--- src/design/icmr_pkg.sv ---
// shared types, constants and helpers for the int8 conv mac with requantization
// depends on nothing; imported by every module of the block

package icmr_pkg;

	// default accumulator width and widest supported accumulator
	localparam int AccWidthDef = 32;
	localparam int AccWidthMax = 48;

	// default depth of the point queue between front and back
	localparam int QueueDepthDef = 4;

	// width of the result value, signed q31.16
	localparam int ValueW = 48;

	// configuration register indexes
	localparam int CfgIdxW = 4;
	localparam logic [CfgIdxW-1:0] REG_OUTPUT_SCALE   = CfgIdxW'(0);
	localparam logic [CfgIdxW-1:0] REG_REQUANT_ENABLE = CfgIdxW'(1);
	localparam logic [CfgIdxW-1:0] REG_RELU_ENABLE    = CfgIdxW'(2);
	localparam logic [CfgIdxW-1:0] REG_BIAS_ENABLE    = CfgIdxW'(3);

	// reset value of the output scale, 1.0 in q8.24
	localparam logic [31:0] OutputScaleReset = 32'h0100_0000;

	// dequantization magnitude cap (2^47) and the early-out bound on the high product
	localparam logic [63:0] DqCap    = 64'h0000_8000_0000_0000;
	localparam logic [63:0] DqHiCap  = 64'h0000_0080_0000_0000;
	// requantization early-out bound, rounding half and int8 clamp
	localparam logic [63:0] RqHiCap  = 64'h0000_0000_8000_0000;
	localparam logic [63:0] RqHalf   = 64'h0000_0080_0000_0000;
	localparam logic [6:0]  Int8Max  = 7'd127;

	// signed 48-bit limits
	localparam logic signed [ValueW-1:0] V48Max = 48'sh7FFF_FFFF_FFFF;
	localparam logic signed [ValueW-1:0] V48Min = 48'sh8000_0000_0000;

	// configuration seen by the back end
	typedef struct packed {
		logic [31:0] output_scale;
		logic        requant_enable;
		logic        relu_enable;
		logic        bias_enable;
	} cfg_t;

	// one finished point handed from front to back
	typedef struct packed {
		logic signed [ValueW-1:0] sum;
		logic [31:0]              mult;
		logic signed [31:0]       bias;
	} point_t;

	// saturate a 49-bit signed value to 48 bits
	function automatic logic signed [ValueW-1:0] sat48(input logic signed [ValueW:0] v);
		logic signed [ValueW-1:0] r;
		if (v > ValueW'(V48Max) && v[ValueW] == 1'b0 && v[ValueW-1] == 1'b1) begin
			r = V48Max;
		end else if (v[ValueW] == 1'b1 && v[ValueW-1] == 1'b0) begin
			r = V48Min;
		end else begin
			r = v[ValueW-1:0];
		end
		return r;
	endfunction

endpackage

--- src/design/icmr_front.sv ---
// front end: accepts activation/weight pairs and accumulates them
// depends on icmr_pkg; hands a point_t to the queue on the last pair

module icmr_front import icmr_pkg::*; #(
	parameter int ACC_WIDTH = AccWidthDef
) (
	input  logic              clk,
	input  logic              arst_n,
	input  logic              accept,
	input  logic signed [7:0] activation,
	input  logic signed [7:0] weight,
	input  logic              first,
	input  logic              last,
	input  logic [31:0]       dequant_mult,
	input  logic signed [31:0] bias,
	output logic              q_push,
	output point_t            q_data
);

	logic signed [ACC_WIDTH-1:0] acc_q;
	logic signed [ACC_WIDTH-1:0] acc_next;
	logic signed [15:0]          prod;

	// one 8x8 product and wrapping add per word
	assign prod     = activation * weight;
	assign acc_next = first ? ACC_WIDTH'(prod) : acc_q + ACC_WIDTH'(prod);

	always_ff @(posedge clk or negedge arst_n) begin
		if (!arst_n) begin
			acc_q <= '0;
		end else if (accept) begin
			acc_q <= acc_next;
		end
	end

	// finished point goes to the queue with its channel data
	assign q_push      = accept && last;
	assign q_data.sum  = ValueW'(acc_next);
	assign q_data.mult = dequant_mult;
	assign q_data.bias = bias;

endmodule

--- src/design/icmr_fifo.sv ---
// small queue of finished points between front and back
// depends on icmr_pkg for point_t

module icmr_fifo import icmr_pkg::*; #(
	parameter int DEPTH = QueueDepthDef
) (
	input  logic   clk,
	input  logic   arst_n,
	input  logic   wr_en,
	input  point_t wr_data,
	input  logic   rd_en,
	output point_t rd_data,
	output logic   q_full,
	output logic   q_empty
);

	localparam int PtrW = (DEPTH > 1) ? $clog2(DEPTH) : 1;
	localparam int CntW = $clog2(DEPTH + 1);

	point_t            entry_q [DEPTH];
	logic [PtrW-1:0]   wr_ptr_q;
	logic [PtrW-1:0]   rd_ptr_q;
	logic [CntW-1:0]   count_q;

	function automatic logic [PtrW-1:0] ptr_inc(input logic [PtrW-1:0] p);
		return (p == PtrW'(DEPTH - 1)) ? '0 : p + PtrW'(1);
	endfunction

	// pointers and fill count
	always_ff @(posedge clk or negedge arst_n) begin
		if (!arst_n) begin
			wr_ptr_q <= '0;
			rd_ptr_q <= '0;
			count_q  <= '0;
		end else begin
			if (wr_en) begin
				wr_ptr_q <= ptr_inc(wr_ptr_q);
			end
			if (rd_en) begin
				rd_ptr_q <= ptr_inc(rd_ptr_q);
			end
			if (wr_en && !rd_en) begin
				count_q <= count_q + CntW'(1);
			end else if (rd_en && !wr_en) begin
				count_q <= count_q - CntW'(1);
			end
		end
	end

	// entry storage
	always_ff @(posedge clk) begin
		if (wr_en) begin
			entry_q[wr_ptr_q] <= wr_data;
		end
	end

	assign rd_data = entry_q[rd_ptr_q];
	assign q_full  = (count_q == CntW'(DEPTH));
	assign q_empty = (count_q == '0);

endmodule

--- src/design/icmr_back.sv ---
// back end: dequantize, bias, requantize and relu one point at a time
// depends on icmr_pkg; one shared 48x16 multiplier, result held in an output register

module icmr_back import icmr_pkg::*; (
	input  logic                      clk,
	input  logic                      arst_n,
	input  cfg_t                      cfg,
	input  logic                      in_valid,
	input  point_t                    in_data,
	output logic                      in_pop,
	output logic                      empty,
	input  logic                      pop,
	output logic signed [ValueW-1:0]  value
);

	typedef enum logic [3:0] {
		S_IDLE,
		S_DQ_HI,
		S_DQ_LO,
		S_DQ_SUM,
		S_BIAS,
		S_ABS,
		S_RQ_HI,
		S_RQ_LO,
		S_RQ_SUM,
		S_OUT
	} state_t;

	state_t                   state_q;
	logic                     out_valid_q;
	logic signed [ValueW-1:0] value_q;
	logic [ValueW-1:0]        mag_q;
	logic                     neg_q;
	logic [31:0]              mult_q;
	logic signed [31:0]       bias_q;
	logic [63:0]              a_q;
	logic [63:0]              b_q;
	logic signed [ValueW-1:0] v_q;
	logic signed [ValueW-1:0] res_q;

	logic [15:0]              mul_b;
	logic [63:0]              mul_p;
	logic [63:0]              dq_r;
	logic [ValueW-1:0]        dq_mag;
	logic signed [ValueW:0]   dq_v;
	logic signed [ValueW:0]   bias_sum;
	logic [63:0]              rq_t;
	logic [63:0]              rq_q64;
	logic [6:0]               rq_q;
	logic signed [7:0]        rq_r;
	logic signed [ValueW-1:0] plain_res;
	logic                     out_free;
	logic                     out_load;

	// shared multiplier, operand picked by step
	always_comb begin
		case (state_q)
			S_DQ_HI: mul_b = mult_q[31:16];
			S_DQ_LO: mul_b = mult_q[15:0];
			S_RQ_HI: mul_b = cfg.output_scale[31:16];
			S_RQ_LO: mul_b = cfg.output_scale[15:0];
			default: mul_b = '0;
		endcase
	end
	assign mul_p = mag_q * mul_b;

	// dequantized magnitude, truncated to q31.16 and capped at 2^47
	always_comb begin
		dq_r = (a_q << 8) + (b_q >> 8);
		if (a_q > DqHiCap || dq_r > DqCap) begin
			dq_mag = DqCap[ValueW-1:0];
		end else begin
			dq_mag = dq_r[ValueW-1:0];
		end
		dq_v = neg_q ? -$signed({1'b0, dq_mag}) : $signed({1'b0, dq_mag});
	end

	// bias add on 49 bits
	assign bias_sum = (ValueW + 1)'(v_q) + (cfg.bias_enable ? (ValueW + 1)'(bias_q) : '0);

	// requantized magnitude, round half away from zero, clamp to 127
	always_comb begin
		rq_t   = (a_q << 16) + b_q;
		rq_q64 = (rq_t + RqHalf) >> 40;
		if (a_q >= RqHiCap || rq_q64 > 64'(Int8Max)) begin
			rq_q = Int8Max;
		end else begin
			rq_q = rq_q64[6:0];
		end
		if (neg_q) begin
			rq_r = cfg.relu_enable ? 8'sd0 : -$signed({1'b0, rq_q});
		end else begin
			rq_r = $signed({1'b0, rq_q});
		end
	end

	// dequantized result with optional relu
	assign plain_res = (cfg.relu_enable && v_q[ValueW-1]) ? '0 : v_q;

	assign out_free = !out_valid_q || pop;
	assign out_load = (state_q == S_OUT) && out_free;
	assign in_pop   = (state_q == S_IDLE) && in_valid;

	// sequencer, working registers and output register
	always_ff @(posedge clk or negedge arst_n) begin
		if (!arst_n) begin
			state_q     <= S_IDLE;
			out_valid_q <= 1'b0;
			value_q     <= '0;
			mag_q       <= '0;
			neg_q       <= 1'b0;
			mult_q      <= '0;
			bias_q      <= '0;
			a_q         <= '0;
			b_q         <= '0;
			v_q         <= '0;
			res_q       <= '0;
		end else begin
			// output word valid: set on load, cleared on pop
			if (out_load) begin
				out_valid_q <= 1'b1;
			end else if (pop) begin
				out_valid_q <= 1'b0;
			end
			unique case (state_q)
				S_IDLE: begin
					if (in_valid) begin
						neg_q   <= in_data.sum[ValueW-1];
						mag_q   <= in_data.sum[ValueW-1] ? -in_data.sum : in_data.sum;
						mult_q  <= in_data.mult;
						bias_q  <= in_data.bias;
						state_q <= S_DQ_HI;
					end
				end
				S_DQ_HI: begin
					a_q     <= mul_p;
					state_q <= S_DQ_LO;
				end
				S_DQ_LO: begin
					b_q     <= mul_p;
					state_q <= S_DQ_SUM;
				end
				S_DQ_SUM: begin
					v_q     <= sat48(dq_v);
					state_q <= S_BIAS;
				end
				S_BIAS: begin
					v_q     <= sat48(bias_sum);
					state_q <= cfg.requant_enable ? S_ABS : S_OUT;
				end
				S_ABS: begin
					neg_q   <= v_q[ValueW-1];
					mag_q   <= v_q[ValueW-1] ? -v_q : v_q;
					state_q <= S_RQ_HI;
				end
				S_RQ_HI: begin
					a_q     <= mul_p;
					state_q <= S_RQ_LO;
				end
				S_RQ_LO: begin
					b_q     <= mul_p;
					state_q <= S_RQ_SUM;
				end
				S_RQ_SUM: begin
					res_q   <= ValueW'(rq_r);
					state_q <= S_OUT;
				end
				S_OUT: begin
					if (out_free) begin
						value_q <= cfg.requant_enable ? res_q : plain_res;
						state_q <= S_IDLE;
					end
				end
				default: state_q <= S_IDLE;
			endcase
		end
	end

	assign empty = !out_valid_q;
	assign value = value_q;

endmodule

--- src/design/int8_conv_mac_requantize.sv ---
// top level of the int8 convolution mac with requantization
// depends on icmr_pkg, icmr_front, icmr_fifo and icmr_back
//
// channel   | handshake            | payload
// ----------+----------------------+------------------------------------------
// input     | push / full          | activation, weight, first, last,
//           |                      | dequant_mult, bias
// result    | empty / pop          | value
// config    | cfg_valid / cfg_ready| cfg_index, cfg_data
//
// the front takes one activation/weight word each cycle while full is low; the 8x8
// multiply and wrapping add finish in the cycle the word is taken.
// a last word queues its point; the back finishes each point before taking the next
// and uses its one shared 48x16 multiplier twice, four times when requantizing.
// full rises only when the point queue holds QUEUE_DEPTH points; a waiting result
// in the output register does not stop the front.
// reset is asynchronous and leaves accumulator, queue and output empty.

module int8_conv_mac_requantize import icmr_pkg::*; #(
	parameter int ACC_WIDTH   = AccWidthDef,
	parameter int QUEUE_DEPTH = QueueDepthDef
) (
	input  logic                     clk,
	input  logic                     arst_n,
	input  logic                     push,
	output logic                     full,
	input  logic signed [7:0]        activation,
	input  logic signed [7:0]        weight,
	input  logic                     first,
	input  logic                     last,
	input  logic [31:0]              dequant_mult,
	input  logic signed [31:0]       bias,
	output logic                     empty,
	input  logic                     pop,
	output logic signed [ValueW-1:0] value,
	input  logic                     cfg_valid,
	output logic                     cfg_ready,
	input  logic [CfgIdxW-1:0]       cfg_index,
	input  logic [31:0]              cfg_data
);

	cfg_t   cfg_q;
	logic   accept;
	logic   q_push;
	logic   q_pop;
	logic   q_full;
	logic   q_empty;
	point_t q_wdata;
	point_t q_rdata;

	// configuration registers
	assign cfg_ready = 1'b1;
	always_ff @(posedge clk or negedge arst_n) begin
		if (!arst_n) begin
			cfg_q.output_scale   <= OutputScaleReset;
			cfg_q.requant_enable <= 1'b0;
			cfg_q.relu_enable    <= 1'b0;
			cfg_q.bias_enable    <= 1'b0;
		end else if (cfg_valid && cfg_ready) begin
			case (cfg_index)
				REG_OUTPUT_SCALE:   cfg_q.output_scale   <= cfg_data;
				REG_REQUANT_ENABLE: cfg_q.requant_enable <= cfg_data[0];
				REG_RELU_ENABLE:    cfg_q.relu_enable    <= cfg_data[0];
				REG_BIAS_ENABLE:    cfg_q.bias_enable    <= cfg_data[0];
				default: ;
			endcase
		end
	end

	// input word acceptance
	assign full   = q_full;
	assign accept = push && !q_full;

	icmr_front #(
		.ACC_WIDTH(ACC_WIDTH)
	) u_front (
		.clk          (clk),
		.arst_n       (arst_n),
		.accept       (accept),
		.activation   (activation),
		.weight       (weight),
		.first        (first),
		.last         (last),
		.dequant_mult (dequant_mult),
		.bias         (bias),
		.q_push       (q_push),
		.q_data       (q_wdata)
	);

	icmr_fifo #(
		.DEPTH(QUEUE_DEPTH)
	) u_fifo (
		.clk     (clk),
		.arst_n  (arst_n),
		.wr_en   (q_push),
		.wr_data (q_wdata),
		.rd_en   (q_pop),
		.rd_data (q_rdata),
		.q_full  (q_full),
		.q_empty (q_empty)
	);

	icmr_back u_back (
		.clk      (clk),
		.arst_n   (arst_n),
		.cfg      (cfg_q),
		.in_valid (!q_empty),
		.in_data  (q_rdata),
		.in_pop   (q_pop),
		.empty    (empty),
		.pop      (pop),
		.value    (value)
	);

`ifndef NO_ASSERTIONS
	// the back end never takes a point from an empty queue
	assert property (@(posedge clk) disable iff (!arst_n) q_pop |-> !q_empty)
		else $error("point queue read while empty");

	// a last word is never queued while the queue is full
	assert property (@(posedge clk) disable iff (!arst_n) q_push |-> !q_full)
		else $error("point queue written while full");

	// a queue that was full and saw no read stays full
	assert property (@(posedge clk) disable iff (!arst_n)
		(q_full && !q_pop) |=> q_full)
		else $error("point queue lost an entry");
`endif

endmodule

--- config.mk ---
export PLATFORM = sky130hd
export DESIGN_NAME = int8_conv_mac_requantize
export DESIGN_NICKNAME = d
export VERILOG_FILES = /design/src/design/icmr_pkg.sv /design/src/design/icmr_front.sv /design/src/design/icmr_fifo.sv /design/src/design/icmr_back.sv /design/src/design/int8_conv_mac_requantize.sv
export SDC_FILE = /design/constraint.sdc
export NUM_CORES = 2
export LEC_CHECK = 0
export BUFFER_PORTS_ARGS = -buffer_cell sky130_fd_sc_hd__buf_2
export CAP_MARGIN = 20
export CORE_MARGIN = 4
export CORE_UTILIZATION = 58
export CTS_BUF_LIST = sky130_fd_sc_hd__clkbuf_8
export CTS_CLUSTER_DIAMETER = 120
export DETAILED_ROUTE_END_ITERATION = 8
export PLACE_DENSITY = 0.82
export RECOVER_POWER = 100
export REMOVE_ABC_BUFFERS = 1
export SLEW_MARGIN = 10
export SYNTH_ARGS = -nofsm -noshare
export SYNTH_HDL_FRONTEND = slang
export SYNTH_SLANG_ARGS = --single-unit
--- constraint.sdc ---
create_clock -name clk -period 19.5 [get_ports clk]
set_clock_uncertainty 0.2 [all_clocks]
set_input_delay 3.9 -clock clk [delete_from_list [all_inputs] [get_ports clk]]
set_output_delay 3.9 -clock clk [all_outputs]
set_load 0.02 [all_outputs]
; Word level (Yosys, flattened, before mapping)
; Memory sizes are Yosys's and may differ from the RTL's.
; Index checks and enable logic that the tools add are counted.
[totals]
in_bits = 123
romBits = 0
latchBits = 0
mem_bits_rw = 448
regBits = 424
wordCells = 134
memories = 1
out_inout_bits = 51
[mem_list]
columns = memory, words, word_bits, read_ports, rd_clocked_by_memory_dff, wr, line
row1 = u_fifo.entry_q, 4, 112, 1, 0, 1, icmr_fifo.sv:20  ; point_t entry_q [DEPTH];
[classes]
multipliers = 2
muxes = 33
n_lt_le_gt_ge = 6
n_div = 0
n_reduce_logical = 38
eq_ne = 17
bitwise = 5
addsub = 13
n_shift = 0
[ops]
columns = cell, n
row1 = 2-to-1 mux 48 bit, 10
row2 = one-hot mux 48 bit (2 select lines), 2
row3 = greater-than comparator 49 x 48 -> 1 bit (second input constant), 2
row4 = 2-to-1 mux 49 bit, 2
row5 = negator 48 bit, 2
row6 = adder 64 x 40 -> 64 bit (second input constant), 1
row7 = adder 64 x 56 -> 64 bit, 1
row8 = adder 64 bit, 1
row9 = greater-or-equal comparator 64 x 32 -> 1 bit (second input constant), 1
row10 = greater-than comparator 64 x 40 -> 1 bit (second input constant), 1
row11 = greater-than comparator 64 x 48 -> 1 bit (second input constant), 1
row12 = multiplier 48 x 16 -> 64 bit, 1
row13 = one-hot mux 16 bit (4 select lines), 1
row14 = adder 49 bit, 1
row15 = negator 48 -> 49 bit, 1
row16 = one-hot mux 4 bit (10 select lines), 1
row17 = adder 32 x 16 -> 32 bit, 1
row18 = 2-to-1 mux 32 bit, 1
row19 = greater-than comparator 24 x 7 -> 1 bit (second input constant), 1
row20 = == test 4 x 2 -> 1 bit (second input constant), 4
row21 = == test 4 x 3 -> 1 bit (second input constant), 4
row22 = multiplier 8 x 8 -> 16 bit, 1
row23 = 2-to-1 mux 8 bit, 2
row24 = AND reduction 2 bit, 8
row25 = other kinds (24), 63

; Longest topological paths before layout
[logic_depth]
word_depth = 11
depth_mapped = 34
mapped_depth_nobuf = 34

; Hierarchy
; From an unflattened synthesis, not the netlist that was laid out.
[hier_totals]
hier_cells = 7570
hier_area_um2 = 74920.6
[modules_own_cells]
columns = module, area_each_um2, n_inst, cells_each, seq_area_each_um2
row1 = icmr_back, 50453.4, 1, 6104, 8558.2
row2 = icmr_fifo, 16564.6, 1, 623, 13628.1
row3 = icmr_front, 6389.9, 1, 760, 800.8
row4 = int8_conv_mac_requantize, 1512.7, 1, 83, 877.1

; Worst setup path before layout
; No wires, ideal clock.
[synth_timing]
kind = input to register
startpoint = in weight[6]
endpoint = mem u_fifo.entry_q[0][110] in the netlist's numbering, data pin
slack_ps = 8396
t_arrival_ps = 10580
setup_time_ps = 324
cell_stages = 30
required_time_ps = 18976
n_path_buf = 1
path_cell_list = clkbuf_1 -> nand2_1 -> fa_1 -> fa_1 -> inv_1 -> fa_1 -> fa_1 -> ha_1 -> inv_1 -> o21bai_1 -> a21oi_1 -> o21bai_1 -> a21oi_1 -> nor2b_1 -> o21a_1 -> o41ai_1 -> xnor2_1 -> ha_1 -> nand3_1 -> nor3_1 -> o21ai_0 -> a21oi_1 -> o31ai_1 -> o21ai_0 -> o211ai_1 -> nand2b_1 -> a31oi_1 -> nor2b_1 -> nor3_1 -> xor2_1
[synth_rtl]
columns = item, line
row1 = from (decl), int8_conv_mac_requantize.sv:28  ; input logic signed [7:0] weight,
row2 = to (decl), icmr_fifo.sv:20

==> flow_summary.toml <==
[sta]
setup_violations = 0
hold_viol_final = 0
period_minus_slack_ns = 12.84
fmaxAchievable_mhz = 77.9
relSlewSlack_pct = -225
fin_crit_sh_pct = 65.8
rsz0062_at_grt = "no"
tns_ns = 0
worst_slew_pin_slew_ns = 4.87
slew_viol_final = 1358

[worst_setup_path]
start_kind = "input pin"
crit_arrival_ns = 12.73
worstSetupEndpointType = "async pin"
r2r_cells = 32
cp_data_required_time_ns = 19.39
worstSetupPathType = "in2async"
cp_max_fo = 90

[floorplan]
dieHeight_um = 359
die_x_um = 359
initial_core_util_pct = 58.4
fp.coreArea_sq_mm = 0.122
die_area_sq_mm = 0.129
io_pins = 174
rows = 128

[global_routing]
gr-total-overflow = 0
grt_max_degree = 103
grt_usage_pct = 33.3
antenna_found_initial = 9
grt_pass1_vias = 57392
grt_pass1_wl_mm = 330

[yosys]
yosys_warnings = 0
synth_edf_count = 384
syn_inst = 7335
seq_area_frac_synth_pct = 30.8
async_flop_share_pct = 52.0
syn-cell-area_sq_mm = 0.0713
syn_avg_cell_area_sq_um = 9.72
synth_flop_cell = "dfrtp_1"
ys_ff_latch = 800
yosysUniqueCellTypes = 108

[clock_network]
clkSinkCount = 800
post_cts_buffers = 0
cts_root_buf = "clkbuf_8"
postCtsResizedCells = 0
clock_path_buffers = 3
cts-buffers-inserted = 131
cts_tree = "done"
path_clk_slew_ns = 0.06
ctsHoldBuffers = 0
h-tree-depth = 4
clock_latency_ns = 0.87

[detailed_routing]
drc = 0
wire_per_inst_um = 23.3
vias_per_cell = 6.17
dr_total_vias = 56028
wirelength_mm = 211
drt_iter0_drc = 5754
postRouteAntennaNets = 0
drt_first_pass_iters = 6

[place]
hpwlAfterDp_mm = 160
placed_area_sq_mm = 0.0735
io_buffer_count = 172
placed_cells = 8835
gp_congestion = 1.04

[layout]
multi_input_area_sq_mm = 0.0446
num-fill-cells = 9876
seq_area_sq_mm = 0.0220
syn2layout_area_growth_pct = 6.37
drive_gt1_share_pct = 7.44
nets = 8564
stdcell_count = 9081
finalInstanceArea_sq_mm = 0.0759

[status]
status = "complete, but fails checks"
violations = "capacitance limit, slew limit"

[worst_hold_path]
worstHoldPathCells = 2
hp-class = "reg2reg"

[flow_run]
cap_violations = 24
==> sequential cells by signal (all words and copies together) (netlist names), 8 cells and up <==
name	count
cfg_q	35
u_back.b_q	56
u_back.v_q	48
u_front.acc_q	32
u_back.mult_q	32
u_back.value	48
u_fifo.entry_q	384
u_back.mag_q	48
u_back.res_q	8
u_back.bias_q	32
u_back.a_q	64
==> layout make-up <==
class	count	share of cell area, %
Tap cell	1625	2.68
Clock buffer	145	2.63
Clock inverter	92	0.942
Inverter	890	4.40
Timing Repair Buffer	257	1.68
Sequential cell	800	28.9
Multi-Input combinational cell	5266	58.7
Antenna cell	6	0.0198
==> through the flow <==
| stage | hold WS [ns] | setup WS, ns | util (%) |
|---|---|---|---|
| 3_3_place_gp | 0.250 | 7.93 | 60.2 |
| 4_1_cts | 0.271 | 8.68 | 62.4 |
| 6_report | 0.268 | 6.66 | 62.2 |
| 3_5_place_dp | 0.255 | 7.76 | 60.2 |
| 5_1_grt | 0.296 | 4.82 | 62.2 |
| 2_1_floorplan | 0.237 | 8.54 | - |
==> cells in the mapped netlist, types with 9 or more instances <==
cell type,n,share of area [%]
nand2_1,1261,6.6
inv_1,890,4.7
fa_1,746,21
dfrtp_1,415,15
edfxtp_1,384,16
a21oi_1,365,2.6
ha_1,349,6.1
o21ai_0,340,2.4
clkbuf_1,311,1.6
and2_1,288,2.5
nor2_1,239,1.3
xnor2_1,170,2.1
nand3_1,117,0.82
xor2_1,116,1.4
a21o_1,99,1.0
mux4_2,95,3.0
mux2_2,83,1.3
nor3_1,77,0.54
o31ai_1,68,0.72
a211oi_1,55,0.58
nand2b_1,53,0.46
nor2b_1,53,0.46
nand4_1,50,0.44
o21bai_1,47,0.49
and3_1,43,0.38
nor4_1,40,0.35
o211ai_1,39,0.41
a22oi_1,38,0.40
a31oi_1,38,0.33
buf_1,38,0.20
or3_1,34,0.30
o21a_1,31,0.33
or4_1,24,0.25
buf_2,22,0.15
nand3b_1,17,0.18
or2_2,17,0.15
mux2i_1,14,0.20
o41ai_1,14,0.17
nor3b_1,13,0.14
o22ai_1,13,0.11
o31a_1,12,0.15
a211o_1,11,0.14
a21boi_0,11,0.12
a221o_1,9,0.13
==> per-layer routing <==
layer	track usage, %	up-vias	routed length (um)
met2	52.1	2963	96400
met1	44.0	27824	80500
met4	19.2	0	14600
li1	-	24550	-
met5	0	-	0
met3	6.30	691	19800
==> cell families (layout without fill, tap and decap cells) <==
kind of cell | Yosys count | in the layout | share of synthesized area (%)
buf+inv | 1269 | 1384 | 6.77
other cells | 1 | 7 | 0.00526
fa+ha+maj | 1095 | 1095 | 27.1
mux | 192 | 192 | 4.51
xor+xnor | 286 | 286 | 3.51
simple gates | 2380 | 2380 | 15.7
flops | 800 | 800 | 30.8
compound gates | 1312 | 1312 | 11.7
==> cells in the final DEF (no fill, tap or decap), drive strengths merged, types with 17 or more instances in the layout <==
master,n
o21bai,47
fa,746
and2,288
a211oi,56
o21ai,349
ha,349
a31oi,40
inv,942
dfrtp,415
a22oi,38
xor2,116
o21a,32
or2,18
nand2,1261
nor4,43
a21o,99
nor2,242
clkinv,27
clkbuf,286
nand3b,18
edfxtp,384
xnor2,170
nor3,80
buf,116
o31ai,70
nand4,52
or4,30
nand2b,54
mux4,95
o41ai,17
or3,35
nor2b,53
mux2,83
a21oi,365
nand3,117
and3,44
o211ai,40
==> final timing paths <==
path                                   startpoint                 to  slack (ns)
worst min-delay path            u_back.bias_q[25]  u_back.bias_q[25]        0.27
worst max register to register  u_back.state_q[3]     u_back.a_q[44]        7.34
min in group asynchronous                  arst_n  u_back.mult_q[25]        4.58
max in group clk                u_back.state_q[3]     u_back.a_q[44]        7.34
worst max-delay path                       arst_n    u_back.res_q[3]        6.66
worst min register to register  u_back.bias_q[25]  u_back.bias_q[25]        0.27
==> critical path, cell delays in order <==
cell      delay, ns
clkbuf_1       3.31
clkbuf_1       2.53
clkbuf_1       2.81
Power is left out: the tool's default activity adds up to more than one toggle a clock period on the data nets, which glitch-free logic cannot reach.
